<file path="src/design/sfd_pkg.sv">
package sfd_pkg;

  // default store size and fixed frame layout
  localparam int unsigned StoreBytes  = 256;
  localparam int unsigned HeaderBytes = 4;
  localparam int unsigned ShadowBytes = 6;
  localparam logic [15:0] LoopMark    = 16'hEEEE;

  // configuration register index width, two spare codes left unused
  localparam int unsigned CfgIdxW = 2;

  typedef enum logic [CfgIdxW-1:0] {
    CFG_START_BYTE = 2'd0,
    CFG_PAD_BYTE   = 2'd1
  } cfg_idx_e;

  typedef enum logic {
    CMD_RX = 1'b0,
    CMD_TX = 1'b1
  } cmd_e;

  typedef enum logic [2:0] {
    RXEV_NONE     = 3'd0,
    RXEV_DROPPED  = 3'd1,
    RXEV_RESYNC   = 3'd2,
    RXEV_CSUM     = 3'd3,
    RXEV_HDR_OK   = 3'd4,
    RXEV_COMPLETE = 3'd5,
    RXEV_OVERFLOW = 3'd6
  } rx_event_e;

  typedef enum logic [1:0] {
    LOOP_NONE    = 2'd0,
    LOOP_STARTED = 2'd1,
    LOOP_REFUSED = 2'd2
  } loop_event_e;

endpackage

</file>
<file path="src/design/sfd_if.sv">
// input item channel
interface sfd_in_if;
  logic       valid;
  logic       ready;
  logic       cmd;
  logic [7:0] rx_byte;

  modport source(output valid, output cmd, output rx_byte, input ready);
  modport sink(input valid, input cmd, input rx_byte, output ready);
endinterface

// result channel
interface sfd_out_if #(
  parameter int unsigned CntW = 9
);
  logic            valid;
  logic            ready;
  logic [7:0]      tx_byte;
  logic            tx_from_store;
  logic            tx_done;
  logic [2:0]      rx_event;
  logic [CntW-1:0] rx_fill;
  logic [1:0]      loop_event;

  modport source(output valid, output tx_byte, output tx_from_store, output tx_done,
                 output rx_event, output rx_fill, output loop_event, input ready);
  modport sink(input valid, input tx_byte, input tx_from_store, input tx_done,
               input rx_event, input rx_fill, input loop_event, output ready);
endinterface

// configuration write channel
interface sfd_cfg_if;
  logic                       valid;
  logic                       ready;
  logic [sfd_pkg::CfgIdxW-1:0] index;
  logic [7:0]                 data;

  modport source(output valid, output index, output data, input ready);
  modport sink(input valid, input index, input data, output ready);
endinterface

</file>
<file path="src/design/spi_frame_deframer_loopback.sv">
// SPI frame deframer with loopback
//
// in_i carries one beat per SPI event: cmd = 0 delivers a received byte,
// cmd = 1 announces a free transmit slot. Every input beat gives exactly one
// result beat on out_o. cfg_i writes start_byte (index 0) and pad_byte
// (index 1); other indexes are ignored, and cfg_i is always ready.
//
// A received byte is answered from the output register in the cycle after it
// is accepted; a transmit slot that sends stored data goes through the
// registered read of the transmit memory first. One item is in flight at a time.
// A frame that starts a loopback is copied from the receive memory to the
// transmit memory one byte per cycle via the receive memory's read port, and
// no new beat is taken until the last byte is written and the sweep is idle.
//
// Reset clears the phase, counters and registers; both 8-bit memories hold
// no reset value and need no clearing pass. When the result receiver stalls,
// the result waits in the output register and no new beat is accepted until
// it is taken (a beat can be accepted in the cycle the old one leaves).
module spi_frame_deframer_loopback #(
  parameter int unsigned STORE_BYTES = sfd_pkg::StoreBytes
) (
  input  logic         clk_i,
  input  logic         rst_ni,
  sfd_in_if.sink       in_i,
  sfd_out_if.source    out_o,
  sfd_cfg_if.sink      cfg_i
);

  localparam int unsigned CntW  = $clog2(STORE_BYTES + 1);
  localparam int unsigned AddrW = $clog2(STORE_BYTES);

  typedef enum logic [1:0] {
    S_IDLE,
    S_TXRD,
    S_COPY
  } state_e;

  typedef enum logic [1:0] {
    PH_HUNT,
    PH_HEAD,
    PH_BODY
  } phase_e;

  state_e           state_q, state_d;
  phase_e           phase_q, phase_d;
  logic [CntW-1:0]  rx_count_q, rx_count_d;
  logic [CntW-1:0]  tx_count_q, tx_count_d;
  logic [CntW-1:0]  tx_length_q, tx_length_d;
  logic [CntW-1:0]  copy_rd_q, copy_rd_d;
  logic [AddrW-1:0] copy_wa_q, copy_wa_d;
  logic             copy_wv_q, copy_wv_d;
  logic [7:0]       start_q, start_d;
  logic [7:0]       pad_q, pad_d;

  logic             out_valid_q, out_valid_d;
  logic [7:0]       out_tx_byte_q, out_tx_byte_d;
  logic             out_from_q, out_from_d;
  logic             out_done_q, out_done_d;
  logic [2:0]       out_rx_event_q, out_rx_event_d;
  logic [CntW-1:0]  out_rx_fill_q, out_rx_fill_d;
  logic [1:0]       out_loop_q, out_loop_d;

  // shadow of the first frame bytes, mirrors the receive memory
  logic [7:0]       shadow_q [sfd_pkg::ShadowBytes];
  logic [7:0]       view     [sfd_pkg::ShadowBytes];

  logic [7:0]       rx_mem [STORE_BYTES];
  logic [7:0]       tx_mem [STORE_BYTES];
  logic [7:0]       rx_rdata_q;
  logic [7:0]       tx_rdata_q;

  logic             in_acc;
  logic             rx_full;
  logic             rx_we;
  logic             rx_re;
  logic             tx_re;
  logic [CntW-1:0]  cnt_inc;
  logic [15:0]      frame_len;
  logic [15:0]      frame_mark;
  logic             tx_busy;

  assign in_i.ready  = (state_q == S_IDLE) && (!out_valid_q || out_o.ready);
  assign cfg_i.ready = 1'b1;
  assign in_acc      = in_i.valid && in_i.ready;

  assign rx_full = (rx_count_q >= CntW'(STORE_BYTES));
  assign rx_we   = in_acc && (in_i.cmd == sfd_pkg::CMD_RX) && !rx_full;
  assign cnt_inc = rx_count_q + CntW'(1);
  assign tx_busy = (tx_count_q < tx_length_q);

  // header bytes as they stand once this beat is written
  always_comb begin
    for (int i = 0; i < int'(sfd_pkg::ShadowBytes); i++) begin
      view[i] = (rx_count_q == CntW'(i)) ? in_i.rx_byte : shadow_q[i];
    end
  end

  assign frame_len  = {view[3], view[2]};
  assign frame_mark = {view[5], view[4]};

  // copy sweep reads the receive memory, slot beats read the transmit memory
  assign rx_re = (state_q == S_COPY) && (copy_rd_q < tx_length_q);
  assign tx_re = in_acc && (in_i.cmd == sfd_pkg::CMD_TX) && tx_busy;

  // next-state logic
  always_comb begin
    state_d        = state_q;
    phase_d        = phase_q;
    rx_count_d     = rx_count_q;
    tx_count_d     = tx_count_q;
    tx_length_d    = tx_length_q;
    copy_rd_d      = copy_rd_q;
    copy_wa_d      = copy_wa_q;
    copy_wv_d      = 1'b0;
    start_d        = start_q;
    pad_d          = pad_q;
    out_valid_d    = out_valid_q && !out_o.ready;
    out_tx_byte_d  = out_tx_byte_q;
    out_from_d     = out_from_q;
    out_done_d     = out_done_q;
    out_rx_event_d = out_rx_event_q;
    out_rx_fill_d  = out_rx_fill_q;
    out_loop_d     = out_loop_q;

    // configuration writes
    if (cfg_i.valid) begin
      if (cfg_i.index == sfd_pkg::CFG_START_BYTE) begin
        start_d = cfg_i.data;
      end else if (cfg_i.index == sfd_pkg::CFG_PAD_BYTE) begin
        pad_d = cfg_i.data;
      end
    end

    case (state_q)
      S_IDLE: begin
        if (in_acc && (in_i.cmd == sfd_pkg::CMD_RX)) begin
          // received byte
          out_valid_d    = 1'b1;
          out_tx_byte_d  = 8'd0;
          out_from_d     = 1'b0;
          out_done_d     = 1'b0;
          out_rx_event_d = sfd_pkg::RXEV_NONE;
          out_loop_d     = sfd_pkg::LOOP_NONE;
          if (rx_full) begin
            out_rx_event_d = sfd_pkg::RXEV_DROPPED;
          end else begin
            rx_count_d = cnt_inc;
            case (phase_q)
              PH_HUNT: begin
                if (view[0] != start_q) begin
                  rx_count_d     = '0;
                  out_rx_event_d = sfd_pkg::RXEV_RESYNC;
                end else begin
                  phase_d = PH_HEAD;
                end
              end
              PH_HEAD: begin
                if (cnt_inc == CntW'(sfd_pkg::HeaderBytes)) begin
                  if ((view[0] ^ view[2] ^ view[3]) != view[1]) begin
                    rx_count_d     = '0;
                    phase_d        = PH_HUNT;
                    out_rx_event_d = sfd_pkg::RXEV_CSUM;
                  end else begin
                    phase_d        = PH_BODY;
                    out_rx_event_d = sfd_pkg::RXEV_HDR_OK;
                  end
                end else if (cnt_inc > CntW'(sfd_pkg::HeaderBytes)) begin
                  rx_count_d     = '0;
                  phase_d        = PH_HUNT;
                  out_rx_event_d = sfd_pkg::RXEV_OVERFLOW;
                end
              end
              PH_BODY: begin
                if (16'(cnt_inc) == frame_len) begin
                  rx_count_d     = '0;
                  phase_d        = PH_HUNT;
                  out_rx_event_d = sfd_pkg::RXEV_COMPLETE;
                  if (frame_mark == sfd_pkg::LoopMark) begin
                    if (tx_busy) begin
                      out_loop_d = sfd_pkg::LOOP_REFUSED;
                    end else begin
                      // frame length equals the count here, always within the store
                      out_loop_d  = sfd_pkg::LOOP_STARTED;
                      tx_count_d  = '0;
                      tx_length_d = cnt_inc;
                      copy_rd_d   = '0;
                      state_d     = S_COPY;
                    end
                  end
                end else if (cnt_inc >= CntW'(STORE_BYTES)) begin
                  rx_count_d     = '0;
                  phase_d        = PH_HUNT;
                  out_rx_event_d = sfd_pkg::RXEV_OVERFLOW;
                end
              end
              default: begin
                rx_count_d = '0;
                phase_d    = PH_HUNT;
              end
            endcase
          end
          out_rx_fill_d = rx_count_d;
        end else if (in_acc) begin
          // transmit slot
          if (tx_busy) begin
            tx_count_d = tx_count_q + CntW'(1);
            state_d    = S_TXRD;
          end else begin
            out_valid_d    = 1'b1;
            out_tx_byte_d  = pad_q;
            out_from_d     = 1'b0;
            out_done_d     = 1'b1;
            out_rx_event_d = sfd_pkg::RXEV_NONE;
            out_rx_fill_d  = rx_count_q;
            out_loop_d     = sfd_pkg::LOOP_NONE;
          end
        end
      end
      S_TXRD: begin
        // stored byte arrives from the transmit memory
        out_valid_d    = 1'b1;
        out_tx_byte_d  = tx_rdata_q;
        out_from_d     = 1'b1;
        out_done_d     = (tx_count_q == tx_length_q);
        out_rx_event_d = sfd_pkg::RXEV_NONE;
        out_rx_fill_d  = rx_count_q;
        out_loop_d     = sfd_pkg::LOOP_NONE;
        state_d        = S_IDLE;
      end
      S_COPY: begin
        // read one byte, write the previous one
        if (rx_re) begin
          copy_rd_d = copy_rd_q + CntW'(1);
          copy_wa_d = copy_rd_q[AddrW-1:0];
          copy_wv_d = 1'b1;
        end else if (!copy_wv_q) begin
          state_d = S_IDLE;
        end
      end
      default: begin
        state_d = S_IDLE;
      end
    endcase
  end

  // control and result registers
  always_ff @(posedge clk_i or negedge rst_ni) begin
    if (!rst_ni) begin
      state_q        <= S_IDLE;
      phase_q        <= PH_HUNT;
      rx_count_q     <= '0;
      tx_count_q     <= '0;
      tx_length_q    <= '0;
      copy_rd_q      <= '0;
      copy_wa_q      <= '0;
      copy_wv_q      <= 1'b0;
      start_q        <= 8'd0;
      pad_q          <= 8'd0;
      out_valid_q    <= 1'b0;
      out_tx_byte_q  <= 8'd0;
      out_from_q     <= 1'b0;
      out_done_q     <= 1'b0;
      out_rx_event_q <= sfd_pkg::RXEV_NONE;
      out_rx_fill_q  <= '0;
      out_loop_q     <= sfd_pkg::LOOP_NONE;
    end else begin
      state_q        <= state_d;
      phase_q        <= phase_d;
      rx_count_q     <= rx_count_d;
      tx_count_q     <= tx_count_d;
      tx_length_q    <= tx_length_d;
      copy_rd_q      <= copy_rd_d;
      copy_wa_q      <= copy_wa_d;
      copy_wv_q      <= copy_wv_d;
      start_q        <= start_d;
      pad_q          <= pad_d;
      out_valid_q    <= out_valid_d;
      out_tx_byte_q  <= out_tx_byte_d;
      out_from_q     <= out_from_d;
      out_done_q     <= out_done_d;
      out_rx_event_q <= out_rx_event_d;
      out_rx_fill_q  <= out_rx_fill_d;
      out_loop_q     <= out_loop_d;
    end
  end

  // header shadow follows writes to the first bytes
  always_ff @(posedge clk_i) begin
    for (int i = 0; i < int'(sfd_pkg::ShadowBytes); i++) begin
      if (rx_we && (rx_count_q == CntW'(i))) begin
        shadow_q[i] <= in_i.rx_byte;
      end
    end
  end

  // receive memory, one write and one read port
  always_ff @(posedge clk_i) begin
    if (rx_we) begin
      rx_mem[rx_count_q[AddrW-1:0]] <= in_i.rx_byte;
    end
    if (rx_re) begin
      rx_rdata_q <= rx_mem[copy_rd_q[AddrW-1:0]];
    end
  end

  // transmit memory, filled by the copy sweep
  always_ff @(posedge clk_i) begin
    if (copy_wv_q) begin
      tx_mem[copy_wa_q] <= rx_rdata_q;
    end
    if (tx_re) begin
      tx_rdata_q <= tx_mem[tx_count_q[AddrW-1:0]];
    end
  end

  assign out_o.valid         = out_valid_q;
  assign out_o.tx_byte       = out_tx_byte_q;
  assign out_o.tx_from_store = out_from_q;
  assign out_o.tx_done       = out_done_q;
  assign out_o.rx_event      = out_rx_event_q;
  assign out_o.rx_fill       = out_rx_fill_q;
  assign out_o.loop_event    = out_loop_q;

`ifndef NO_ASSERTIONS
  a_tx_bound: assert property (@(posedge clk_i) disable iff (!rst_ni)
    tx_count_q <= tx_length_q)
    else $error("transmit count passed transmit length");

  a_rx_bound: assert property (@(posedge clk_i) disable iff (!rst_ni)
    rx_count_q <= CntW'(STORE_BYTES))
    else $error("receive count beyond store");

  a_rx_result: assert property (@(posedge clk_i) disable iff (!rst_ni)
    (in_acc && (in_i.cmd == sfd_pkg::CMD_RX)) |=> out_valid_q)
    else $error("received byte gave no result beat");

  a_copy_blocks: assert property (@(posedge clk_i) disable iff (!rst_ni)
    (state_q == S_COPY) |-> !in_i.ready)
    else $error("input taken during copy sweep");
`endif

endmodule

</file>
<file path="src/flat_wrapper.sv">
// flat-port wrapper written by rule: the top's interface ports become plain ports
module spi_frame_deframer_loopback_flat 
#(
  parameter int unsigned STORE_BYTES = sfd_pkg::StoreBytes
)
  (clk_i, rst_ni, in_i_valid, in_i_cmd, in_i_rx_byte, in_i_ready, out_o_valid, out_o_tx_byte, out_o_tx_from_store, out_o_tx_done, out_o_rx_event, out_o_rx_fill, out_o_loop_event, out_o_ready, cfg_i_valid, cfg_i_index, cfg_i_data, cfg_i_ready);
  sfd_in_if in_i_i ();
  sfd_out_if #(.CntW(9)) out_o_i ();
  sfd_cfg_if cfg_i_i ();
  input  logic clk_i;
  input  logic rst_ni;
  input wire logic [$bits(in_i_i.valid)-1:0] in_i_valid;
  input wire logic [$bits(in_i_i.cmd)-1:0] in_i_cmd;
  input wire logic [$bits(in_i_i.rx_byte)-1:0] in_i_rx_byte;
  output wire logic [$bits(in_i_i.ready)-1:0] in_i_ready;
  output wire logic [$bits(out_o_i.valid)-1:0] out_o_valid;
  output wire logic [$bits(out_o_i.tx_byte)-1:0] out_o_tx_byte;
  output wire logic [$bits(out_o_i.tx_from_store)-1:0] out_o_tx_from_store;
  output wire logic [$bits(out_o_i.tx_done)-1:0] out_o_tx_done;
  output wire logic [$bits(out_o_i.rx_event)-1:0] out_o_rx_event;
  output wire logic [$bits(out_o_i.rx_fill)-1:0] out_o_rx_fill;
  output wire logic [$bits(out_o_i.loop_event)-1:0] out_o_loop_event;
  input wire logic [$bits(out_o_i.ready)-1:0] out_o_ready;
  input wire logic [$bits(cfg_i_i.valid)-1:0] cfg_i_valid;
  input wire logic [$bits(cfg_i_i.index)-1:0] cfg_i_index;
  input wire logic [$bits(cfg_i_i.data)-1:0] cfg_i_data;
  output wire logic [$bits(cfg_i_i.ready)-1:0] cfg_i_ready;
  assign in_i_i.valid = in_i_valid;
  assign in_i_i.cmd = in_i_cmd;
  assign in_i_i.rx_byte = in_i_rx_byte;
  assign in_i_ready = in_i_i.ready;
  assign out_o_valid = out_o_i.valid;
  assign out_o_tx_byte = out_o_i.tx_byte;
  assign out_o_tx_from_store = out_o_i.tx_from_store;
  assign out_o_tx_done = out_o_i.tx_done;
  assign out_o_rx_event = out_o_i.rx_event;
  assign out_o_rx_fill = out_o_i.rx_fill;
  assign out_o_loop_event = out_o_i.loop_event;
  assign out_o_i.ready = out_o_ready;
  assign cfg_i_i.valid = cfg_i_valid;
  assign cfg_i_i.index = cfg_i_index;
  assign cfg_i_i.data = cfg_i_data;
  assign cfg_i_ready = cfg_i_i.ready;
  spi_frame_deframer_loopback #(.STORE_BYTES(STORE_BYTES)) u_core (.clk_i(clk_i), .rst_ni(rst_ni), .in_i(in_i_i), .out_o(out_o_i), .cfg_i(cfg_i_i));
endmodule
</file>
<file path="config.mk">
export PLATFORM = sky130hd
export DESIGN_NAME = spi_frame_deframer_loopback_flat
export DESIGN_NICKNAME = d
export VERILOG_FILES = /design/src/design/sfd_pkg.sv /design/src/design/sfd_if.sv /design/src/design/spi_frame_deframer_loopback.sv /design/src/flat_wrapper.sv
export SDC_FILE = /design/constraint.sdc
export NUM_CORES = 2
export LEC_CHECK = 0
export ABC_AREA = 1
export BUFFER_PORTS_ARGS = -buffer_cell sky130_fd_sc_hd__buf_2
export CORE_ASPECT_RATIO = 1.75
export CORE_MARGIN = 3
export CORE_UTILIZATION = 40
export CTS_BUF_LIST = sky130_fd_sc_hd__clkbuf_2 sky130_fd_sc_hd__clkbuf_4 sky130_fd_sc_hd__clkbuf_8
export DETAILED_ROUTE_END_ITERATION = 8
export GPL_ROUTABILITY_DRIVEN = 0
export PLACE_DENSITY_LB_ADDON = 0.08
export SLEW_MARGIN = 20
export SYNTH_ARGS = -nofsm -noshare
export SYNTH_HDL_FRONTEND = slang
export SYNTH_MEMORY_MAX_BITS = 65536
export SYNTH_SLANG_ARGS = --single-unit
</file>
<file path="constraint.sdc">
create_clock -name clk_i -period 9.3 [get_ports clk_i]
set_input_delay 1.86 -clock clk_i [delete_from_list [all_inputs] [get_ports clk_i]]
set_output_delay 1.86 -clock clk_i [all_outputs]
set_load 0.02 [all_outputs]
</file>
== Word level (Yosys, flattened, before mapping) ==
Memories as Yosys holds them, arrays and structs flattened. A register that Yosys moved wholly into a read port is not among the register bits.
Index checks and enable logic that the tools add are counted.
Word-level totals
  flip-flop bits (word level): 90
  bits in writable memories: 4144
  bits of input ports: 24
  output and inout bits: 27
  logic and storage cells: 233
  memories kept: 3
Memory list
  u_core.rx_mem: words 256, bits a word 8, read ports 1, clocked after Yosys merged registers in 1, wr ports 1, line spi_frame_deframer_loopback.sv:67  | logic [7:0] rx_mem [STORE_BYTES];
  u_core.tx_mem: words 256, bits a word 8, read ports 1, clocked after Yosys merged registers in 1, wr ports 1, line spi_frame_deframer_loopback.sv:68  | logic [7:0] tx_mem [STORE_BYTES];
  u_core.shadow_q: words 6, bits a word 8, read ports 6, clocked after Yosys merged registers in 0, wr ports 1, line spi_frame_deframer_loopback.sv:64  | logic [7:0] shadow_q [sfd_pkg::ShadowBytes];
Cells by class
  add/sub/neg operators: 3
  order comparisons: 5
  eq/ne operators: 41
  muxes and demuxes: 117
  bitwise operators: 6
  reductions and logical operators: 41
Operator list (count)
  $mux W9: 20
  $mux W8: 14
  $mux W2: 25
  $mux W3: 14
  $reduce_or A8 Y1: 5
  $pmux W9 S2: 2
  $mux W1: 32
  $ne A2 B2 Y1 const B: 14
  $add A9 B1 Y9 const B: 3
  $eq A9 B3 Y1 const B: 3
  $pmux W9 S3: 1
  $eq A9 B2 Y1 const B: 2
  $ge A9 B9 Y1 const B: 2
  $lt A9 B9 Y1: 2
  $ne A3 B3 Y1 const B: 6
  $eq A16 B16 Y1 const B: 1
  $eq A9 B16 Y1: 1
  $ne A8 B8 Y1: 2
  $pmux W8 S2: 1
  $reduce_and A8 Y1: 2
  $xor A8 B8 Y8: 2
  $logic_and A1 B1 Y1: 14
  $eq A9 B1 Y1 const B: 1
  $eq A9 B9 Y1: 1
  22 further kinds: 43

== Logic depth before layout (Yosys ltp) ==
  depth in word-level cells: 15
  depth in mapped cells: 20
  gate-level depth less buffers: 19

== Worst setup path before layout ==
No wires, ideal clock.
  path type: input port to flip-flop
  start: in out_o_ready
  end: mem u_core.rx_mem[191][0], enable pin
  setup time: 0.395 ns
  data arrival time: 3.894 ns
  required time: 8.905 ns
  path slack: 5.012 ns
  cell stages on the path: 9
  buffers on the path: 1
  cells stage by stage: nor2_1 -> nor2_1 -> nand2_1 -> nor2_1 -> inv_2 -> nor2_1 -> inv_2 -> clkbuf_1 -> nor4_1
Between the ends
  cells in the longest elaborated chain, start to end: 7
Ends and longest elaborated chain
  start: declaration: line flat_wrapper.sv:23  | input wire logic [$bits(out_o_i.ready)-1:0] out_o_ready;
  $logic_or A1 B1 Y1: line spi_frame_deframer_loopback.sv:82  | assign in_i.ready = (state_q == S_IDLE) && (!out_valid_q || out_o.ready);
  $logic_and A1 B1 Y1: line spi_frame_deframer_loopback.sv:82
  via in_i_ready: line flat_wrapper.sv:15  | output wire logic [$bits(in_i_i.ready)-1:0] in_i_ready;
  $logic_and A1 B1 Y1: line spi_frame_deframer_loopback.sv:84  | assign in_acc = in_i.valid && in_i.ready;
  $logic_and A1 B1 Y1 (2 in series): line spi_frame_deframer_loopback.sv:87  | assign rx_we = in_acc && (in_i.cmd == sfd_pkg::CMD_RX) && !rx_full;
  $mux W1: line spi_frame_deframer_loopback.sv:298  | if (rx_we) begin
  $mux W1 (implied by the code): line spi_frame_deframer_loopback.sv:299  | rx_mem[rx_count_q[AddrW-1:0]] <= in_i.rx_byte;
  end: declaration: line spi_frame_deframer_loopback.sv:67
The timed path passes the listed nets, and every way through them passes these cells.

== Worst setup path after layout ==
  start: in out_o_ready
  end: mem u_core.rx_mem[214][7], enable pin
Between the ends
  cells in the longest elaborated chain, start to end: 7
Ends and longest elaborated chain (line)
  $logic_or A1 B1 Y1: spi_frame_deframer_loopback.sv:82
  $logic_and A1 B1 Y1: spi_frame_deframer_loopback.sv:82
  $logic_and A1 B1 Y1: spi_frame_deframer_loopback.sv:84
  $logic_and A1 B1 Y1 (2 in series): spi_frame_deframer_loopback.sv:87
  $mux W1: spi_frame_deframer_loopback.sv:298
  $mux W1 (implied by the code): spi_frame_deframer_loopback.sv:299
No other way between the ends.

==> impl_metrics.py <==
metrics = {
    "outcome": {
        "run_status": "finished clean",
    },
    "cts": {
        "cts_resized": 0,
        "cts_buffers": 630,
        "cts-root-buf": "clkbuf_8",
        "path_clk_slew_ns": 0.06,
        "postCtsSetupRepairBufs": 0,
        "cts-hold-fix-buffers": 0,
        "cts_tree": "built",
        "insertion_delay_ns": 1.12,
        "cts_buffer_depth": 4,
        "htreeDepth": 6,
        "cts.sinks": 4250,
    },
    "critical_path": {
        "path_cells": "buf_2 -> nor2_1 -> nor2_1 -> nand2_1 -> nor2_1 -> inv_2 -> buf_4 -> nor2_4 -> buf_4 -> inv_2 -> buf_4 -> nor3_1 -> nand2_1 -> nor2_1",
        "required_ns": 10.00,
        "critPathLaunch": "out_o_ready",
        "cp-end-kind": "flip-flop",
        "crit_slowest_cell": "nor2_1",
        "critPathMostFrequentCell": "nor2_1",
        "rr_endpoint": "u_core.rx_mem[214][7]$_DFFE_PP_",
        "arrival_ns": 6.02,
        "endpoint": "u_core.rx_mem[214][7]$_DFFE_PP_",
        "reg2reg_depth": 14,
        "critPathKind": "primary input to flip-flop",
        "ff2ff_setup_slack_ns": 4.06,
        "critPathMaxStageDelay_ns": 0.78,
        "cp_max_fo": 27,
        "crit_path_start_kind": "primary input",
        "r2r-start": "u_core.state_q[1]$_DFFE_PN0P_",
    },
    "placement": {
        "portBuffers": 49,
        "post-dp-hpwl_mm": 339,
        "placed_area_um2": 176000,
        "dp.cells": 18200,
        "preCtsSetupSlack_ns": 2.86,
    },
    "synthesis": {
        "syn_nets": 13400,
        "synth_edf_count": 4160,
        "ys_top_cells_by_area": "edfxtp_1 74%, o21ai_0 6.2%, nor2_1 6.0%",
        "ys_ff_latch": 4250,
        "netlist.area_leader.share_pct": 73.6,
        "mappedNetlistArea_um2": 170000,
        "synth_flop_cell": "edfxtp_1",
        "yosysTopAreaCell": "edfxtp_1",
        "synth.top_cells.by_count": "4160 x edfxtp_1, 2696 x nor2_1, 2112 x o21ai_0, 931 x nand2_1, 898 x clkbuf_1",
        "synth.most_common_cell": "edfxtp_1",
        "seq_area_frac_synth_pct": 74.9,
        "yosys_warnings": 0,
        "synthCells": 13300,
        "syn_avg_cell_area_um2": 12.7,
        "synth_cell_types": 50,
        "synth-async-reset-ratio_pct": 2.12,
    },
    "routing": {
        "detail-route-antenna-nets": 0,
        "drc": 0,
        "wire_per_inst_um": 29.1,
        "drtIter0Drc": 10200,
        "dr.pass1.iters": 8,
        "vias": 111000,
        "wl_mm": 561,
        "drt-vias-per-instance": 5.74,
    },
    "global_route": {
        "grt_usage_pct": 25.2,
        "grt-ovfl-total": 0,
        "grt_start_max_net_pins": 200,
        "grt_pass1_wl_mm": 795,
        "antenna_found_initial": 14,
        "grt_pass1_vias": 112000,
    },
    "timing": {
        "final.min_clock_period_ns": 5.33,
        "hold_viol_final": 0,
        "skew_ns": 0.0538,
        "rsz0062_at_grt": "no",
        "period_share_pct": 57.3,
        "relSlewSlack_pct": 12.9,
        "finalSetupViolCount": 0,
        "timing.fmax_mhz": 188,
        "timing.final.ws_setup_ns": 3.97,
        "finalMaxSlewViolations": 0,
        "worstMarginPinSlew_ns": 1.31,
        "hold_slack_ns": 0.485,
        "fin_tns_setup_ns": 0,
    },
    "power": {
        "leakagePower_nw": 59.7,
        "seqPwrFrac_pct": 56.3,
        "intPower_mw": 29.1,
        "ir_drop_mv": 0.110,
        "p_per_area_nw_per_um2": 197,
        "power.switching_mw": 8.00,
        "p_clk_share_pct": 41.4,
        "p_comb_share_pct": 2.3,
        "sw_frac_of_total_pct": 21.6,
    },
    "final_layout": {
        "num-fill-cells": 38400,
        "final_cell_count_no_fill": 19300,
        "design_area_um2": 188000,
        "syn_to_final_growth_pct": 10.8,
        "drive_above_1_share_pct": 9.90,
        "finalNetCount": 13300,
    },
    "floorplan": {
        "fp.coreArea_um2": 422000,
        "ios": 51,
        "die_x_um": 498,
        "start_util_pct": 40.3,
        "dieArea_um2": 433000,
        "rows": 315,
        "chipHeight_um": 868,
    },
    "run": {
        "maxCapViolations": 0,
    },
    "hold_path": {
        "hp-class": "flip-flop to flip-flop",
    },
}
==> layout by cell type, fill, tap and decap left out, types with 170 or more instances in the layout <==
master,n
o22ai_1,614
edfxtp_1,4160
o221ai_1,404
inv_1,176
buf_4,176
nand2_1,919
clkbuf_8,666
nor2_1,2689
nand3_1,586
a21oi_1,188
o21ai_0,2112
clkbuf_4,170
==> power by group through the flow <==
stage	clock, mW	combinational [mW]	sequential (mW)
2_1_floorplan	0	0.352	21.3
3_3_place_gp	0	0.861	21.3
3_5_place_dp	0	0.865	21.3
4_1_cts	15.7	0.866	20.9
5_1_grt	16.5	0.918	20.9
6_report	15.3	0.852	20.9
==> flip-flops by register name, indices dropped and copies added (netlist names), 2 cells and up <==
register and cells:
u_core.rx_rdata_q 8, u_core.tx_mem 2048, u_core.shadow_q 48, u_core.out_o.loop_event 2, u_core.tx_rdata_q 8, u_core.state_q 2, u_core.tx_length_q 9, u_core.out_o.rx_event 3
u_core.copy_rd_q 9, u_core.copy_wa_q 8, u_core.rx_count_q 9, u_core.out_o.tx_byte 8, u_core.pad_q 8, u_core.out_o.rx_fill 9, u_core.rx_mem 2048, u_core.start_q 8
u_core.tx_count_q 9, u_core.phase_q 2
==> layout make-up <==
cell class,instances,area (um^2),share of cell area (%)
Antenna cell,6,15.0,0.00798
Clock buffer,836,10400,5.55
Tap cell,5547,6940,3.69
Timing Repair Buffer,265,2460,1.31
Inverter,215,857,0.456
Multi-Input combinational cell,7889,38200,20.3
Clock inverter,288,2040,1.08
Sequential cell,4250,127000,67.6
==> worst max-delay path: cells and delay by family <==
family	cells	cell delay (ns)
and+or+nand+nor	8	3.08
buffers and inverters	6	1.01
==> logic make-up after synthesis <==
group	synth area share, %
compound gates	11.9
simple gates	10.2
fa+ha+maj	0.170
other cells	0.00221
xor+xnor	0.102
flops	74.9
buf+inv	2.66
==> routing by layer <==
layer / up-vias / global-route usage (%) / wire (um)
met1: 56000 / 27.5 / 199000
li1: 49300 / - / -
met3: 1344 / 3.11 / 27200
met2: 4114 / 46.0 / 293000
met4: 6 / 16.2 / 41500
met5: - / 0 / 43
==> worst min-delay path by stage <==
stage | from | end | cells after the start
CTS | u_core.pad_q[2]$_DFFE_PN0P_ | u_core.pad_q[2]$_DFFE_PN0P_ | 2
global route | u_core.pad_q[4]$_DFFE_PN0P_ | u_core.pad_q[4]$_DFFE_PN0P_ | 2
global placement | u_core.pad_q[1]$_DFFE_PN0P_ | u_core.pad_q[1]$_DFFE_PN0P_ | 2
detailed placement | u_core.pad_q[2]$_DFFE_PN0P_ | u_core.pad_q[2]$_DFFE_PN0P_ | 2
floorplan | u_core.pad_q[0]$_DFFE_PN0P_ | u_core.pad_q[0]$_DFFE_PN0P_ | 2
finish | u_core.pad_q[2]$_DFFE_PN0P_ | u_core.pad_q[2]$_DFFE_PN0P_ | 2
==> through the flow <==
step | utilization (%) | power (mW)
floorplan | - | 21.6
global placement | 41.6 | 22.2
detailed placement | 41.6 | 22.2
CTS | 44.6 | 37.5
global route | 44.6 | 38.3
finish | 44.6 | 37.1
Note: power is estimated with default switching activity, not from simulation.
